===== config.mk =====
export PLATFORM = sky130hd
export DESIGN_NAME = sdq_ctrl
export DESIGN_NICKNAME = d
export VERILOG_FILES = /design/src/sdq_pkg.sv /design/src/sdq_ctrl.sv
export SDC_FILE = /design/constraint.sdc
export NUM_CORES = 1
export LEC_CHECK = 0
export BUFFER_PORTS_ARGS = -buffer_cell sky130_fd_sc_hd__buf_4
export CAP_MARGIN = 20
export CELL_PAD_IN_SITES_DETAIL_PLACEMENT = 1
export CELL_PAD_IN_SITES_GLOBAL_PLACEMENT = 2
export CORE_AREA = 2 2 39 41
export CTS_CLUSTER_SIZE = 28
export DETAILED_ROUTE_END_ITERATION = 12
export DIE_AREA = 0 0 41 43
export PLACE_DENSITY = 0.69
export SYNTH_ARGS = -nofsm -noshare
export SYNTH_HDL_FRONTEND = slang
export SYNTH_SLANG_ARGS = --single-unit

===== constraint.sdc =====
create_clock -name aclk -period 1.9 [get_ports aclk]
set_input_delay 0.19 -clock aclk [delete_from_list [all_inputs] [get_ports aclk]]
set_output_delay 0.19 -clock aclk [all_outputs]
set_load 0.1 [all_outputs]

===== src/sdq_pkg.sv =====
// package for the sorted deadline queue: command and status codes, controller states
// no dependencies
`timescale 1ns / 1ps

package sdq_pkg;

    typedef enum logic [2:0] {
        CMD_INSERT = 3'd0,
        CMD_REMOVE = 3'd1,
        CMD_SET_DUE = 3'd2,
        CMD_SET_DONE = 3'd3,
        CMD_LOOKUP = 3'd4
    } cmd_t;

    localparam logic [1:0] STATUS_OK = 2'd0;
    localparam logic [1:0] STATUS_NOT_FOUND = 2'd1;
    localparam logic [1:0] STATUS_FULL = 2'd2;

    typedef enum logic [1:0] {
        ST_IDLE,
        ST_REINSERT,
        ST_OUT
    } state_t;

    // controller to datapath
    typedef struct packed {
        logic load;      // capture input fields
        logic exec;      // first step: match and act
        logic reinsert;  // second step of set-due
        logic out_load;  // register the result
    } sdq_cmd_t;

    // datapath to controller
    typedef struct packed {
        logic need_reinsert;
    } sdq_stat_t;

endpackage


===== src/sdq_ctrl.sv =====
// controller state machine for the sorted deadline queue
// depends on sdq_pkg
`timescale 1ns / 1ps

module sdq_ctrl
    import sdq_pkg::*;
(
    input  logic      aclk,
    input  logic      aresetn,
    input  logic      in_valid,
    output logic      in_ready,
    output logic      out_valid,
    input  logic      out_ready,
    input  sdq_stat_t stat,
    output sdq_cmd_t  cmd
);

    state_t state_reg, state_next;
    logic   out_valid_reg, out_valid_next;

    always_ff @(posedge aclk) begin
        if (!aresetn) begin
            state_reg <= ST_IDLE;
            out_valid_reg <= 1'b0;
        end else begin
            state_reg <= state_next;
            out_valid_reg <= out_valid_next;
        end
    end

    assign out_valid = out_valid_reg;

    always_comb begin
        state_next = state_reg;
        out_valid_next = out_valid_reg;
        cmd = '0;
        in_ready = 1'b0;
        if (out_valid_reg && out_ready) out_valid_next = 1'b0;
        unique case (state_reg)
            ST_IDLE: begin
                in_ready = 1'b1;
                if (in_valid) begin
                    cmd.load = 1'b1;
                    state_next = ST_OUT;
                end
            end
            ST_OUT: begin
                // exec step once the output register is free; result goes to it unless set-due needs a reinsert
                if (!out_valid_reg || out_ready) begin
                    cmd.exec = 1'b1;
                    if (stat.need_reinsert) begin
                        state_next = ST_REINSERT;
                    end else begin
                        cmd.out_load = 1'b1;
                        out_valid_next = 1'b1;
                        state_next = ST_IDLE;
                    end
                end
            end
            ST_REINSERT: begin
                if (!out_valid_reg || out_ready) begin
                    cmd.reinsert = 1'b1;
                    cmd.out_load = 1'b1;
                    out_valid_next = 1'b1;
                    state_next = ST_IDLE;
                end
            end
            default: state_next = ST_IDLE;
        endcase
    end

endmodule


==> impl_metrics.ini <==
[run_status]
status = completed

[route]
routed.top_layer = met3
viasPerCell = 3.93
first_pass_iters = 1
wl_met2_microns = 295
wirelength_microns = 628
drc_errors = 0
drt-met1-wl_microns = 287
drt_iter0_markers = 0
wire_per_inst_microns = 10.3
routed-wl-met3_microns = 45
drt.antenna.violating_nets = 0
via_count = 240

[synthesis]
synth_edf_count = 0
syn-mean-instance-area_sq_um = 8.56
synthArstFlopShare_pct = 0
post-synth-top-area-cell = ha_1
ys.flop_type = dfxtp_1
synthCells = 31
synth_area_sq_um = 265
yosysMostFrequentCell = ha_1
ys_seq_area_share_pct = 22.6
ys_top_cells_by_count = 5 x ha_1, 4 x inv_1, 4 x nand2_1, 3 x dfxtp_1
synth_area_leaders = ha_1 24%, dfxtp_1 23%, mux2i_1 7.5%
yosysWarnings = 0
yosysTopAreaCellShare_pct = 23.6
ys_ff_latch = 3
synth.distinct_cells = 15
syn_nets = 41

[cts]
cts_tree = yes
cts.repair.resized = 0
numCtsBuffers = 3
hold_buffers = 0
numClockSinks = 3
post_cts_buffers = 0
clk_latency_ps = 230
clkTransAtPathRegs_ps = 40
clockRootBuffer = clkbuf_4
ctsHtreeMaxLevel = 1
clock_path_buffers = 2

[floorplan]
die_h_microns = 43
die_w_microns = 41
design.die.area_sq_um = 1760
coreArea_sq_um = 1380
rows = 14
ios = 11
start_util_pct = 19.2

[cells_and_area]
diodes = 0
num-fill-cells = 168
nets = 56
drive_gt1_share_pct = 44.4
stdcell_count = 61
syn2layout_area_growth_pct = 48.1
design_area_sq_um = 393
largest_reg_flops = 2

[placed_design]
gp_congestion = 0.658
io_buffers = 10
pre_cts_slack_ps = 472
postPlaceCellArea_sq_um = 367
place_inst = 57
dp_hpwl_microns = 513

[sta]
tightest_slew_ps = 280
whs_ps = 247
final_hold_viol_count = 0
finalCriticalPeriod_ps = 1650
slew_violations = 0
fmax_mhz = 606
setup_ws_ps = 250
grt_setup_unrepaired = false
setup_viol = 0
relSlewSlack_pct = 81.5
clock_skew_ps = 0.480
period_share_pct = 86.8

[setup_path]
crit_path_end_kind = output port
cp.required_ps = 1710
crit_fanout = 4
startpoint = state_reg[0]
cp_top_family = buffers and inverters
path_buf_inv = 2
cpPeakStageDelay_ps = 380
worstPathCellList = inv_1 -> ha_2 -> nand2_1 -> nor2_2 -> buf_4
startpoint_type = register
reg2reg_slack_ps = 600
worstPathArrival_ps = 1460
crit_type = register to output port
r2r-start = state_reg[0]
worst_path_max_delay_cell = dfxtp_1

[global_routing]
track_usage_pct = 8.92
gr-total-overflow = 0
grt_pass1_vias = 250
grt_pass1_wl_microns = 1030
grt_max_degree = 7
antenna_found_initial = 0

[worst_hold_path]
min_from = aresetn
hp-class = primary input to register

[power_and_ir_drop]
power.density_nw_per_um2 = 1240
power.total_w = 0.000489
vdd_drop_max_mv = 0.313
leakagePower_nw = 0.203

[job]
cap_violations = 0
[worst reg2reg max path, stage by stage (launching register included)]
cell     delay, ps
dfxtp_1        380
inv_1          100
ha_2           340
nor2b_1        130
a21oi_1         50
o211a_1        200
[layout make-up]
type                            instances  area, sq um  share of cell area, %
Sequential cell                         3         60.1                   15.3
Timing Repair Buffer                   10         75.1                   19.1
Tap cell                               16         20.0                   5.10
Clock buffer                            4         26.3                   6.69
Inverter                                4         15.0                   3.82
Multi-Input combinational cell         24          196                   50.0
[logic make-up after synthesis]
| family | synth area share [%] |
|---|---|
| buffers and inverters | 5.66 |
| flip-flops | 22.6 |
| adder cells (fa/ha/maj) | 23.6 |
| AND/OR/NAND/NOR | 28.3 |
| AO/OA/AOI/OAI | 12.3 |
| multiplexers | 7.55 |
[through the flow]
step,utilization [%],setup TNS (ps)
after floorplan,-,-42.9
after global placement,26.5,0
after detailed placement,26.5,0
after CTS,28.4,0
after global routing,28.4,0
final,28.4,0
[report_power, final]
group | internal [W] | switching, W
logic | 0.0000810 | 0.000217
registers | 0.0000728 | 0.00000852
clock network | 0.0000786 | 0.0000312
total | 0.000232 | 0.000257
[cell usage in the layout (no fill, tap or decap), types with 2 or more instances in the layout]
cell type | synthesis | routed
a21oi_1 | 2 | 2
and2_2 | 2 | 3
buf_4 | 0 | 10
clkbuf_4 | 0 | 3
dfxtp_1 | 3 | 3
ha_1 | 5 | 4
inv_1 | 4 | 4
mux2i_1 | 2 | 2
nand2_1 | 4 | 4
[routing by layer]
metal | vias to the layer above | GRT usage [%]
li1 | 126 | -
met2 | 8 | 12.2
met3 | 0 | 1.57
met1 | 106 | 10.2
met5 | - | 0
met4 | 0 | 10.0
[worst paths after layout]
kind	to	cells after the start
worst max-delay path	cmd[0]	5
worst min-delay path	out_valid	2
worst max register to register	out_valid	5
worst min register to register	state_reg[1]	2
Note: power is estimated with default switching activity, not from simulation.
